`config.mk`:
```
export PLATFORM = sky130hd
export DESIGN_NAME = pecb_sqrt_cell
export DESIGN_NICKNAME = d
export VERILOG_FILES = /design/src/rtl/particle_euler_circle_bounce_top_macros.svh /design/src/rtl/pecb_pkg.sv /design/src/rtl/pecb_sqrt_cell.sv
export SDC_FILE = /design/constraint.sdc
export NUM_CORES = 1
export LEC_CHECK = 0
export BUFFER_PORTS_ARGS = -buffer_cell sky130_fd_sc_hd__buf_2
export CAP_MARGIN = 20
export CORE_AREA = 2 2 215 217
export DETAILED_ROUTE_END_ITERATION = 10
export DIE_AREA = 0 0 217 219
export PLACE_DENSITY = 0.53
export SYNTH_ARGS = -nofsm -noshare
export SYNTH_HDL_FRONTEND = slang
export SYNTH_SLANG_ARGS = --single-unit
```
`constraint.sdc`:
```
create_clock -name clk_i -period 0.8 [get_ports clk_i]
set_input_delay 0.04 -clock clk_i [delete_from_list [all_inputs] [get_ports clk_i]]
set_output_delay 0.04 -clock clk_i [all_outputs]
set_load 0.01 [all_outputs]
```
`src/rtl/particle_euler_circle_bounce_top_macros.svh`:
```
// Assertion macros shared by the particle step block.
`ifndef PARTICLE_EULER_CIRCLE_BOUNCE_TOP_MACROS_SVH
`define PARTICLE_EULER_CIRCLE_BOUNCE_TOP_MACROS_SVH
// Implication that is checked on every rising clock edge outside reset.
`define PECB_ASSERT_IMP(label, clk, rstn, ante, cons, msg) \
  label: assert property (@(posedge clk) disable iff (!rstn) (ante) |-> (cons)) \
    else $error(msg);
// Next-cycle implication, checked outside reset.
`define PECB_ASSERT_NXT(label, clk, rstn, ante, cons, msg) \
  label: assert property (@(posedge clk) disable iff (!rstn) (ante) |=> (cons)) \
    else $error(msg);
`endif

```
`src/rtl/pecb_pkg.sv`:
```
// ----------------------------------------------------------------------------
// pecb_pkg
// Widths and pipeline types shared by the particle step block.
// ----------------------------------------------------------------------------
package pecb_pkg;
  localparam int unsigned W   = 24;
  localparam int unsigned F   = 12;
  // The squared distance fits in 2*(W+1)+1 bits; the root in W+1 bits.
  localparam int unsigned DW  = W + 2;
  localparam int unsigned SQW = 2 * DW;
  localparam int unsigned RW  = DW;
  localparam int unsigned NQ  = F + 2;         // normal magnitude bits (<= 2^F)
  // Widest dividend: |d| * radius << F, with |d| below 2^W and radius below 2^11.
  localparam int unsigned DQW = W + 11 + F;
  localparam int unsigned CELLS = RW;          // one root bit per cell
  localparam int unsigned DAMP_BITS = 12;      // damping is Q1.12

  typedef struct packed {
    logic                  valid;
    logic signed [W-1:0]   vx;
    logic signed [W-1:0]   vy;
    logic signed [W-1:0]   px;
    logic signed [W-1:0]   py;
    logic signed [DW-1:0]  dx;
    logic signed [DW-1:0]  dy;
    logic [SQW-1:0]        rem;
    logic [RW-1:0]         root;
    logic [SQW-1:0]        sq;
  } sq_beat_t;

  typedef struct packed {
    logic                  valid;
    logic signed [W-1:0]   vx;
    logic signed [W-1:0]   vy;
    logic signed [W-1:0]   px;
    logic signed [W-1:0]   py;
    logic signed [DW-1:0]  dx;
    logic signed [DW-1:0]  dy;
    logic [RW-1:0]         dlen;
    logic                  hit;
    // four restoring dividers run in lockstep: |dx|<<F, |dy|<<F, |dx|*R<<F, |dy|*R<<F
    logic [DQW-1:0]        nrx;
    logic [DQW-1:0]        nry;
    logic [DQW-1:0]        prx;
    logic [DQW-1:0]        pry;
    logic [DQW-1:0]        qnx;
    logic [DQW-1:0]        qny;
    logic [DQW-1:0]        qpx;
    logic [DQW-1:0]        qpy;
    logic [DQW-1:0]        anx;
    logic [DQW-1:0]        any_;
    logic [DQW-1:0]        apx;
    logic [DQW-1:0]        apy;
  } dv_beat_t;

  function automatic logic signed [W-1:0] sat_w(input logic signed [63:0] v);
    logic signed [63:0] hi;
    logic signed [63:0] lo;
    hi = 64'sd1 <<< (W - 1);
    lo = -hi;
    hi = hi - 64'sd1;
    if (v > hi) return hi[W-1:0];
    if (v < lo) return lo[W-1:0];
    return v[W-1:0];
  endfunction

  // Division by 2^sh that rounds toward zero, done as a biased arithmetic shift.
  function automatic logic signed [63:0] shr_trunc(input logic signed [63:0] v,
                                                   input int unsigned sh);
    logic signed [63:0] bias;
    bias = (64'sd1 <<< sh) - 64'sd1;
    if (v < 0) return (v + bias) >>> sh;
    return v >>> sh;
  endfunction
endpackage

```
`src/rtl/pecb_sqrt_cell.sv`:
```
// ----------------------------------------------------------------------------
// pecb_sqrt_cell
// One cell of the square-root chain: settles one root bit per cycle while en_i is high.
// ----------------------------------------------------------------------------
module pecb_sqrt_cell #(
  parameter int unsigned Bit = 0
) (
  input  logic                clk_i,
  input  logic                rst_ni,
  input  logic                en_i,
  input  pecb_pkg::sq_beat_t  in_i,
  output pecb_pkg::sq_beat_t  out_o
);
  pecb_pkg::sq_beat_t beat_d, beat_q;
  logic [pecb_pkg::SQW-1:0] rem_sh;
  logic [pecb_pkg::SQW-1:0] trial;

  // Bring down the next two radicand bits and try the subtraction.
  always_comb begin
    beat_d = in_i;
    rem_sh = {in_i.rem[pecb_pkg::SQW-3:0], in_i.sq[2*Bit+1 -: 2]};
    trial  = {{(pecb_pkg::SQW-pecb_pkg::RW-2){1'b0}}, in_i.root, 2'b01};
    if (rem_sh >= trial) begin
      beat_d.rem  = rem_sh - trial;
      beat_d.root = {in_i.root[pecb_pkg::RW-2:0], 1'b1};
    end else begin
      beat_d.rem  = rem_sh;
      beat_d.root = {in_i.root[pecb_pkg::RW-2:0], 1'b0};
    end
  end

  // The cell holds its beat while the chain is stalled.
  always_ff @(posedge clk_i or negedge rst_ni) begin
    if (!rst_ni) begin
      beat_q <= '0;
    end else if (en_i) begin
      beat_q <= beat_d;
    end
  end
  assign out_o = beat_q;
endmodule

```
-- After elaboration in Yosys (flattened, before gate mapping)
Index checks and enable logic that the tools add are counted.
- flip-flop bits (word level): 279
- bits of input ports: 282
- output and inout port bits: 279
- logic and storage cells: 13
- $add $sub $neg: 1
- magnitude comparators: 1
- multiplexer cells: 1
- operators by type and width (cell ; number):
    $mux W78 ; 1
    $ge A52 B28 Y1 ; 1
    $sub A52 B28 Y52 ; 1

-- Logic depth before layout (Yosys ltp)
- depth in word-level cells: 2
- mapped depth: 13
- gate-level depth less buffers: 10

-- Worst setup path before layout
Ideal clock, no wire load.
- path kind: in2reg
- start: in in_i[60] in the netlist's numbering
- end: reg beat_q, in the netlist out_o[117]
- library setup time: 0.082 ns
- arrival time: 2.482 ns
- required time: 0.718 ns
- slack: -1.764 ns
- stages on the path: 11
- path buffers: 1
- cell sequence: inv_1 ha_1 buf_4 nand4_1 or3_1 a31oi_2 o2111a_2 o21a_2 o21ai_0 or4_1 a31oi_1
- cells in the longest elaborated chain, start to end: 2
- elaborated cells between the ends (all ways): 3
- classes of those cells: add/sub: 1; order compare: 1; mux: 1
- ends and longest elaborated chain (what ; line ; text):
    start: declaration ; pecb_sqrt_cell.sv:11 ; input pecb_pkg::sq_beat_t in_i,
    $sub A52 B28 Y52 / $ge A52 B28 Y1 (equally long branches) ; pecb_sqrt_cell.sv:24, pecb_sqrt_cell.sv:23 ;
    $mux W78 (*) ; pecb_sqrt_cell.sv:23 ; if (rem_sh >= trial) begin
    end signal: assignment ; pecb_sqrt_cell.sv:37 ; beat_q <= beat_d;
    end: declaration ; pecb_sqrt_cell.sv:14 ; pecb_pkg::sq_beat_t beat_d, beat_q;
Every way passes the cells marked *; elsewhere a longest branch is shown, timed or not.
A chain may end at the register's enable or synchronous reset.

-- Worst setup path after layout
- start: in in_i[92] in the netlist's numbering
- end: reg beat_q, in the netlist out_o[113]
Same word-level chain as after synthesis.

==> impl_metrics.yaml <==
critical_path:
  crit_path_frequent_cell: "buf_6"
  crit_buf_inv: 5
  arrival_ns: 2.62
  crit_chain: "buf_8 > ha_4 > buf_6 > a21o_1 > buf_6 > nor4b_4 > a21o_1 > o211ai_1 > buf_4 > a2111o_1 > buf_6 > or3_1 > a31oi_1"
  cp.required_ns: 1.26
  cp-end-kind: "flop"
  cp_top_family: "compound AO/OA/AOI/OAI gates"
  cpPeakStageDelay_ns: 0.45
  critPathLaunchType: "input pin"
  path_class: "input pin to flop"
  cpMaxStageDelayCell: "a2111o_1"
  worst-path-max-fanout: 3
hold_path:
  hp-class: "input pin to async pin"
drt:
  drt_first_pass_iters: 5
  drtIter0Drc: 703
  post-route-drc-count: 0
  wl_per_cell_um: 20.6
  drtAntennaViolNets: 0
  via_per_inst: 4.72
  vias: 13900
  finalWirelength_mm: 60.7
placed_design:
  hpwl_mm: 40.4
  io_buffers: 558
  gp_congestion: 0.902
clocking:
  h-tree-depth: 2
  numCtsBuffers: 36
  clk_latency_ns: 0.54
  root_buffer: "clkbuf_16"
  cts.path.max_buffers: 3
  clkTransAtPathRegs_ns: 0.06
  hold_buffers: 274
  clkSinkCount: 279
  cts_tree: "built"
timing:
  period_share: 2.69
  whs_ns: -0.0770
  setup_violations: 417
  relSlewSlack: 0.712
  rsz0062_at_grt: "true"
  fin_skew_ns: 0
  max_freq_mhz: 464
  period_needed_ns: 2.16
  worst_pin_slew_ns: 0.429
  setup_ws_ns: -1.36
  final_hold_viol_count: 10
  timing.setup.tns_ns: -158.78
  slew_viol_final: 0
layout:
  synthToLayoutAreaGrowth_pct: 101
  largest_reg_flops: 279
  regArea_um2: 6980
  drive_gt1_frac: 0.593
  final_net_count: 2620
  num-fill-cells: 3665
  multi_input_area_um2: 7280
yosys:
  yosys.cell_count.top_type: "dfrtp_1"
  ys.flop_type: "dfrtp_1"
  syn_area_um2: 13100
  async_reset_ff_frac: 1.00
  ys_types: 70
  synth_top_area_frac: 0.534
  synth-edff-count: 0
  yosys.area.top_type: "dfrtp_1"
  ys_warn_count: 0
  synth-seq-cells: 279
  synth.area.top_cells: "dfrtp_1 (53%), mux2_2 (20%), ha_1 (2.7%)"
  seq_area_frac_synth: 0.534
  synth_cells: 1110
  syn_nets: 1420
  synth_commonest_cells: "dfrtp_1 (279), mux2_2 (228), nor2_1 (86), nand2_1 (85), clkbuf_1 (44)"
  avgSynthCellArea_um2: 11.8
pwr:
  vdd_drop_max_v: 0.00141
  p_sw_mw: 13.6
  p_sw_frac: 0.294
  internal-power_mw: 32.6
  leakage_nw: 12.5
  powerDensity_nw_per_um2: 1760
  pwr-share-comb: 0.297
  clockPowerShare: 0.340
  power_frac_seq: 0.363
floorplan:
  rows: 78
  die_area_um2: 47500
  core_area_um2: 45100
  start_util: 0.290
  ios: 561
  die_w_um: 217
  fp.dieH_um: 219
global_route:
  antenna_found_initial: 15
  grt_pass1_wl_mm: 85.2
  overflow: 0
  track_usage: 0.232
  grt_max_degree: 45
  grt_pass1_vias: 14600
status:
  status: "complete, but fails checks"
  violations: "negative hold slack, negative setup slack"
run:
  drv_cap: 0
through the flow:
stage	worst slack, ns	total power [mW]	instances	util	cell area, µm²
after floorplan	-1.64	21.6	1110	-	14400
after global placement	-2.10	26.3	2459	0.426	19200
after detailed placement	-2.09	26.5	2459	0.426	19200
after CTS	-1.36	44.9	2856	0.548	24700
after global routing	-1.43	48.2	2937	0.583	26300
final	-1.36	46.2	2940	0.584	26300
repair_timing:
action	CTS	global route
endpoints found under the hold margin	553	10
setup buffers	67	88
gates cloned	0	3
resized for setup	283	208
pin swaps	66	100
setup endpoints to repair	332	376
power groups by stage:
stage / Combinational (mW) / Clock (mW) / Sequential (mW)
2_1_floorplan: 4.15 / 0 / 17.4
3_3_place_gp: 9.68 / 0 / 16.7
3_5_place_dp: 9.73 / 0 / 16.7
4_1_cts: 12.2 / 16.1 / 16.6
5_1_grt: 14.6 / 16.7 / 16.9
6_report: 13.7 / 15.7 / 16.8
cells by family after synthesis:
| group | count (synthesis) | share of synthesized area |
|---|---|---|
| and+or+nand+nor | 261 | 0.0942 |
| buffers and inverters | 96 | 0.0294 |
| muxes | 234 | 0.201 |
| adders and majority gates | 28 | 0.0268 |
| DFF | 279 | 0.534 |
| AOI/OAI and AO/OA | 179 | 0.0924 |
| xor gates and xnor gates | 33 | 0.0221 |
cells in the final DEF, fill, tap and decap left out, types with 7 or more instances in the layout:
cell type,instances
or3_1,7
mux2_4,135
nor2_1,82
a31oi_1,31
ha_1,7
nand4_1,14
nand2_2,17
nor3_1,9
a21oi_2,9
inv_1,21
nand2_4,10
clkbuf_1,10
inv_2,10
a21oi_1,28
xor2_1,10
clkbuf_16,38
nand2_1,57
dlygate4sd3_1,274
nand3_1,10
buf_6,207
buf_2,402
o21ai_0,16
mux2_2,93
xnor2_1,19
buf_12,22
ha_4,21
buf_4,304
dfrtp_1,279
buf_8,9
a21o_1,12
layer usage:
layer,GRT usage,wire length [µm],vias up
li1,-,-,6386
met5,0,121,-
met4,0.123,3490,18
met2,0.394,29700,487
met1,0.267,23400,6833
met3,0.0647,4010,164
final timing paths:
check / from / endpoint / slack (ns) / depth (start not counted)
max: in_i[92] / out_o[113]$_DFFE_PN0P_ / -1.36 / 13
min: rst_ni / out_o[271]$_DFFE_PN0P_ / -0.08 / 2
max reg2reg: out_o[123]$_DFFE_PN0P_ / out_o[123]$_DFFE_PN0P_ / -0.30 / 4
min reg2reg: out_o[134]$_DFFE_PN0P_ / out_o[134]$_DFFE_PN0P_ / 0.50 / 1
max in group asynchronous: rst_ni / out_o[147]$_DFFE_PN0P_ / 0.31 / 4
min in group clk_i: in_i[126] / out_o[128]$_DFFE_PN0P_ / 0.01 / 4
area by class of cell:
class / instances / share of cell area
timing repair buffer: 1220 / 0.380
multi-input combinational: 735 / 0.277
sequential: 279 / 0.265
clock buffer: 49 / 0.0372
tap: 600 / 0.0285
inverter: 38 / 0.00647
clock inverter: 13 / 0.00523
antenna: 6 / 0.000571
(Power assumes the default switching activity.)
