<file path="src/rtl/particle_euler_circle_bounce_top_macros.svh">
// Assertion macros shared by the particle step block.
`ifndef PARTICLE_EULER_CIRCLE_BOUNCE_TOP_MACROS_SVH
`define PARTICLE_EULER_CIRCLE_BOUNCE_TOP_MACROS_SVH
// Implication that is checked on every rising clock edge outside reset.
`define PECB_ASSERT_IMP(label, clk, rstn, ante, cons, msg) \
  label: assert property (@(posedge clk) disable iff (!rstn) (ante) |-> (cons)) \
    else $error(msg);
// Next-cycle implication, checked outside reset.
`define PECB_ASSERT_NXT(label, clk, rstn, ante, cons, msg) \
  label: assert property (@(posedge clk) disable iff (!rstn) (ante) |=> (cons)) \
    else $error(msg);
`endif

</file>
<file path="src/rtl/pecb_pkg.sv">
// ----------------------------------------------------------------------------
// pecb_pkg
// Widths and pipeline types shared by the particle step block.
// ----------------------------------------------------------------------------
package pecb_pkg;
  localparam int unsigned W   = 24;
  localparam int unsigned F   = 12;
  // The squared distance fits in 2*(W+1)+1 bits; the root in W+1 bits.
  localparam int unsigned DW  = W + 2;
  localparam int unsigned SQW = 2 * DW;
  localparam int unsigned RW  = DW;
  localparam int unsigned NQ  = F + 2;         // normal magnitude bits (<= 2^F)
  // Widest dividend: |d| * radius << F, with |d| below 2^W and radius below 2^11.
  localparam int unsigned DQW = W + 11 + F;
  localparam int unsigned CELLS = RW;          // one root bit per cell
  localparam int unsigned DAMP_BITS = 12;      // damping is Q1.12

  typedef struct packed {
    logic                  valid;
    logic signed [W-1:0]   vx;
    logic signed [W-1:0]   vy;
    logic signed [W-1:0]   px;
    logic signed [W-1:0]   py;
    logic signed [DW-1:0]  dx;
    logic signed [DW-1:0]  dy;
    logic [SQW-1:0]        rem;
    logic [RW-1:0]         root;
    logic [SQW-1:0]        sq;
  } sq_beat_t;

  typedef struct packed {
    logic                  valid;
    logic signed [W-1:0]   vx;
    logic signed [W-1:0]   vy;
    logic signed [W-1:0]   px;
    logic signed [W-1:0]   py;
    logic signed [DW-1:0]  dx;
    logic signed [DW-1:0]  dy;
    logic [RW-1:0]         dlen;
    logic                  hit;
    // four restoring dividers run in lockstep: |dx|<<F, |dy|<<F, |dx|*R<<F, |dy|*R<<F
    logic [DQW-1:0]        nrx;
    logic [DQW-1:0]        nry;
    logic [DQW-1:0]        prx;
    logic [DQW-1:0]        pry;
    logic [DQW-1:0]        qnx;
    logic [DQW-1:0]        qny;
    logic [DQW-1:0]        qpx;
    logic [DQW-1:0]        qpy;
    logic [DQW-1:0]        anx;
    logic [DQW-1:0]        any_;
    logic [DQW-1:0]        apx;
    logic [DQW-1:0]        apy;
  } dv_beat_t;

  function automatic logic signed [W-1:0] sat_w(input logic signed [63:0] v);
    logic signed [63:0] hi;
    logic signed [63:0] lo;
    hi = 64'sd1 <<< (W - 1);
    lo = -hi;
    hi = hi - 64'sd1;
    if (v > hi) return hi[W-1:0];
    if (v < lo) return lo[W-1:0];
    return v[W-1:0];
  endfunction

  // Division by 2^sh that rounds toward zero, done as a biased arithmetic shift.
  function automatic logic signed [63:0] shr_trunc(input logic signed [63:0] v,
                                                   input int unsigned sh);
    logic signed [63:0] bias;
    bias = (64'sd1 <<< sh) - 64'sd1;
    if (v < 0) return (v + bias) >>> sh;
    return v >>> sh;
  endfunction
endpackage

</file>
<file path="src/rtl/pecb_div_cell.sv">
// ----------------------------------------------------------------------------
// pecb_div_cell
// One cell of the divider chain: one quotient bit of four lockstep divides.
// ----------------------------------------------------------------------------
module pecb_div_cell #(
  parameter int unsigned Bit = 0
) (
  input  logic                clk_i,
  input  logic                rst_ni,
  input  logic                en_i,
  input  pecb_pkg::dv_beat_t  in_i,
  output pecb_pkg::dv_beat_t  out_o
);
  localparam int unsigned N = pecb_pkg::DQW;
  pecb_pkg::dv_beat_t beat_d, beat_q;

  function automatic void step(input logic [N-1:0] r, input logic [N-1:0] q,
                               input logic [N-1:0] a, input logic [N-1:0] d,
                               output logic [N-1:0] ro, output logic [N-1:0] qo);
    logic [N:0] t;
    t = {r, a[Bit]};
    if (t >= {1'b0, d}) begin
      ro = N'(t - {1'b0, d});
      qo = q | (N'(1) << Bit);
    end else begin
      ro = t[N-1:0];
      qo = q;
    end
  endfunction

  // Restoring step on all four dividends against the shared divisor.
  always_comb begin
    logic [N-1:0] dv;
    dv = N'(in_i.dlen);
    beat_d = in_i;
    step(in_i.nrx, in_i.qnx, in_i.anx,  dv, beat_d.nrx, beat_d.qnx);
    step(in_i.nry, in_i.qny, in_i.any_, dv, beat_d.nry, beat_d.qny);
    step(in_i.prx, in_i.qpx, in_i.apx,  dv, beat_d.prx, beat_d.qpx);
    step(in_i.pry, in_i.qpy, in_i.apy,  dv, beat_d.pry, beat_d.qpy);
  end

  // The cell holds its beat while the chain is stalled.
  always_ff @(posedge clk_i or negedge rst_ni) begin
    if (!rst_ni) begin
      beat_q <= '0;
    end else if (en_i) begin
      beat_q <= beat_d;
    end
  end
  assign out_o = beat_q;
endmodule

</file>
<file path="config.mk">
export PLATFORM = sky130hd
export DESIGN_NAME = pecb_div_cell
export DESIGN_NICKNAME = d
export VERILOG_FILES = /design/src/rtl/particle_euler_circle_bounce_top_macros.svh /design/src/rtl/pecb_pkg.sv /design/src/rtl/pecb_div_cell.sv
export SDC_FILE = /design/constraint.sdc
export NUM_CORES = 1
export LEC_CHECK = 0
export BUFFER_PORTS_ARGS = -buffer_cell sky130_fd_sc_hd__buf_2
export CAP_MARGIN = 25
export CORE_AREA = 2 2 581 583
export CTS_CLUSTER_SIZE = 12
export DETAILED_ROUTE_END_ITERATION = 10
export DIE_AREA = 0 0 583 585
export HOLD_SLACK_MARGIN = 0.1
export PLACE_DENSITY = 0.31
export SYNTH_ARGS = -nofsm -noshare
export SYNTH_HDL_FRONTEND = slang
export SYNTH_SLANG_ARGS = --single-unit
</file>
<file path="constraint.sdc">
create_clock -name clk_i -period 2.9 [get_ports clk_i]
set_input_delay 0.87 -clock clk_i [delete_from_list [all_inputs] [get_ports clk_i]]
set_output_delay 0.87 -clock clk_i [all_outputs]
set_load 0.03 [all_outputs]
</file>
# Yosys cells after proc, flatten, opt, wreduce, memory -nomap -nowiden
# Cells that the tools add are included.
# totals
ff_bits	740
latchBits	0
mem_bits_rw	0
rom_bits	0
inputBits	743
mem_count	0
# classes
n_addsub	4
mul	0
n_div	0
order_cmp	4
n_eq_ne	0
n_shift	0
muxes	8
bitwise	0
n_reduce_logical	0
# ops
operator	count
$ge 48x26->1	4
$mux 47	4
$sub 47x26->47	4
$mux 1	4

# Depth between registers and ports, before layout
# depth
ltp_word	2
mapped_depth	15
mapped_depth_nobuf	12

# Worst setup path after synthesis
# No wires, ideal clock.
# synth_timing
kind	in2reg
start	in in_i[94] in the netlist's numbering
end	reg beat_q, in the netlist out_o[509]
setup_ns	0.137
t_arrival_ns	3.553
required_ns	2.763
slack_ns	-0.790
stages	12
path_cell_list	inv_1 ha_1 fa_1 nor2b_1 o31ai_1 a21oi_1 a31oi_1 a211oi_2 o2111ai_2 a2111oi_0 xnor2_1 a21oi_1
# synth_between
elab_chain_cells	2
elab_cells_between_ends	3
cone_classes	add/sub: 1; order compare: 1; mux: 1
# synth_lines
item	line	source
start, declared	pecb_div_cell.sv:11	input pecb_pkg::dv_beat_t in_i,
$sub 47x26->47 / $ge 48x26->1 (equally long branches)	pecb_div_cell.sv:23, pecb_div_cell.sv:22	
$mux 47 (*)	pecb_div_cell.sv:22	if (t >= {1'b0, d}) begin
end signal, assigned	pecb_div_cell.sv:47	beat_q <= beat_d;
end, declared	pecb_div_cell.sv:15	pecb_pkg::dv_beat_t beat_d, beat_q;
# Every way passes the cells marked *; elsewhere a longest branch is shown, timed or not.
# A chain may end at the register's enable or synchronous reset.

# Worst setup path after layout
# layout_timing
start	in in_i[565] in the netlist's numbering
end	reg beat_q, in the netlist out_o[513]
# Same word-level chain as after synthesis.

==> impl_metrics.env <==
export IMPL_core_mm2=0.335
export IMPL_fill_cells=37436
export IMPL_h_tree_depth=3
export IMPL_synth_seq_cells=740
export IMPL_ff_latch_area_mm2=0.0185
export IMPL_required_ps=3570
export IMPL_yosys_area_share_simple=0.0939
export IMPL_critical_path_arrival_ps=3590
export IMPL_route_vias_total=35194
export IMPL_layout_setup_ws_ps=-21.6
export IMPL_tightest_slew_ps=643
export IMPL_antenna_found_initial=190
export IMPL_synthCells=3137
export IMPL_largest_reg_flops=740
export IMPL_cts_buffers=110
export IMPL_status="complete, but fails checks"
export IMPL_period_needed_ps=2920
export IMPL_drv_slew=0
export IMPL_clk_pin_slew_ps=70
export IMPL_rr_worst_depth=3
export IMPL_r2r_start="out_o[547]"
export IMPL_synthAdderAreaFrac=0.0386
export IMPL_die_area_mm2=0.341
export IMPL_syn_area_mm2=0.0358
export IMPL_wire_per_inst_um=28.5
export IMPL_synth_main_ff_cell="dfrtp_1"
export IMPL_hold_path_class="input pin to flop"
export IMPL_yosys_warnings=0
export IMPL_ys_top_cells_by_count="dfrtp_1, mux2_2, a21oi_1, nor2_1, clkbuf_1"
export IMPL_fin_crit_sh=1.01
export IMPL_finClkSkew_ps=0
export IMPL_drive_above_1_share=0.607
export IMPL_grt_pass1_vias=35963
export IMPL_muxShareOfSynthArea=0.183
export IMPL_setup_worst_path_end_class="flop"
export IMPL_rows=213
export IMPL_synth_area_leaders="dfrtp_1, mux2_2, a21oi_1, ha_1, nor2_1"
export IMPL_synth_top_family_by_area="multiplexers"
export IMPL_via_per_inst=3.54
export IMPL_finalHoldViolCount=0
export IMPL_io_buffers=1482
export IMPL_finalNonFillerCells=9937
export IMPL_setup_viol=2
export IMPL_p_leak_nw=27.2
export IMPL_rsz0062_at_grt="yes"
export IMPL_clkLatencyLatePin_ps=840
export IMPL_multiInputGateArea_mm2=0.0184
export IMPL_placed_cells=9640
export IMPL_detail_route_iter0_violations=1562
export IMPL_path_class="input pin to flop"
export IMPL_yosysMostFrequentCell="dfrtp_1"
export IMPL_worst_hold_path_num_cells=2
export IMPL_drc=0
export IMPL_synth_top_area_share=0.517
export IMPL_vdd_drop_max_uv=430
export IMPL_start_util=0.107
export IMPL_cts_tree="yes"
export IMPL_ios=1483
export IMPL_syn_area_per_cell_um2=11.4
export IMPL_drt_first_pass_iters=7
export IMPL_async_reset_ff_frac=1.00
export IMPL_clkSinkCount=740
export IMPL_gp_congestion=0.885
export IMPL_crit_path_max_fanout=6
export IMPL_die_w_um=583
export IMPL_gr_usage_all_layers=0.160
export IMPL_r2r_end="out_o[547]"
export IMPL_yosys_cell_types_count=78
export IMPL_critPathCapture="out_o[513]"
export IMPL_relSlewSlack=0.569
export IMPL_powerDensity_mw_per_mm2=622
export IMPL_synth_compound_area_share=0.102
export IMPL_dpl_hpwl_mm=247
export IMPL_cts_root_buffer="clkbuf_16"
export IMPL_clockBufferDepth=4
export IMPL_fin_nets=6256
export IMPL_synth_xor_area_frac=0.0401
export IMPL_grt_ovfl_total=0
export IMPL_fmax_mhz=342
export IMPL_area_growth_pct=72.2
export IMPL_detail_route_antenna_nets=0
export IMPL_grt_pass1_wl_mm=362
export IMPL_rrSetupSlack_ps=1860
export IMPL_synth_area_leader_cell="dfrtp_1"
export IMPL_drt_wl_total_mm=283
export IMPL_violations="setup timing"
export IMPL_fin_util=0.184
export IMPL_crit_path_start="in_i[565]"
export IMPL_synth_edf_count=0
export IMPL_cp_start_kind="input pin"
export IMPL_grt_max_degree=83
export IMPL_drv_cap=0
export IMPL_yosysSeqAreaShare=0.517
export IMPL_synthesis_nets=3988
export IMPL_die_y_um=585
-- cell type report --
class,instances,area share
flip-flops and latches,740,0.300
multi-input cells,2178,0.298
repair buffers,2310,0.244
well taps,4407,0.0895
clock buffers,150,0.0502
clock inverters,41,0.0110
inverters,65,0.00483
diodes,46,0.00187
-- how the worst min path moves through the flow --
stage                from          to  slack [ps]
3_5_place_dp   out_o[542]  out_o[542]         480
2_1_floorplan      rst_ni    out_o[0]         570
3_3_place_gp   out_o[343]  out_o[343]         490
6_report        in_i[667]  out_o[667]         250
5_1_grt         in_i[265]  out_o[265]         180
4_1_cts         in_i[238]  out_o[238]         140
-- stage by stage --
step	hold WS (ps)	setup WS, ps	area (µm²)	setup TNS (ps)	total power, W
after CTS	140	-123	60300	-1020	0.0392
after global routing	176	-79.6	61600	-396	0.0403
after global placement	485	-1320	55700	-198020	0.0239
after floorplan	574	-552	37000	-51130	0.0175
final	253	-21.6	61600	-37.8	0.0383
after detailed placement	484	-1290	55700	-200910	0.0240
-- where the power goes --
part	total, W	switching, W	internal (W)
logic	0.0116	0.00761	0.00396
clock network	0.0146	0.00564	0.00892
registers	0.0122	0.000714	0.0115
-- kinds of logic (layout without fill, tap and decap cells) --
logic type,Yosys count,count (layout)
compound gates,619,619
buf+inv,220,2566
mux,584,584
flops,740,740
fa+ha+maj,108,108
simple gates,702,703
other cells,0,46
xor+xnor,164,164
-- critical path: stages --
cell and delay [ps]:
buf_12 130, ha_4 170, fa_2 410, nor2b_4 160, o31ai_4 80, a21oi_2 250, a31oi_4 180, a211oi_4 240
buf_6 160, o2111ai_4 220, nor3_1 390, xnor2_2 210, a21oi_1 100
-- per-layer routing --
| layer | global-route usage | routed length, µm | vias up |
|---|---|---|---|
| met1 | 0.180 | 110000 | 17418 |
| met3 | 0.0745 | 29100 | 446 |
| li1 | - | - | 15934 |
| met2 | 0.273 | 137000 | 1264 |
| met5 | 0 | 817 | - |
| met4 | 0.0357 | 7450 | 132 |
-- repair_timing --
item / in CTS / in global routing
buffers inserted: 22 / 34
setup endpoints to repair: 160 / 123
pin swaps: 44 / 90
hold buffers: 1 / 0
hold endpoints to repair: 21 / 0
gates cloned: 8 / 0
resized for setup: 102 / 184
-- layout by cell type (no fill, tap or decap), types with 52 or more instances in the layout --
cell type  Yosys  layout
a21oi_1      339     294
buf_12         2      86
buf_2          5    1464
buf_4          2     722
clkbuf_16      0     111
dfrtp_1      740     740
ha_1         104      62
mux2_2       556     553
nand2_1       96      91
nor2_1       309     286
o21ai_0       85      52
xnor2_1      103     102
xor2_1        61      61
Note: power is estimated with default switching activity, not from simulation.
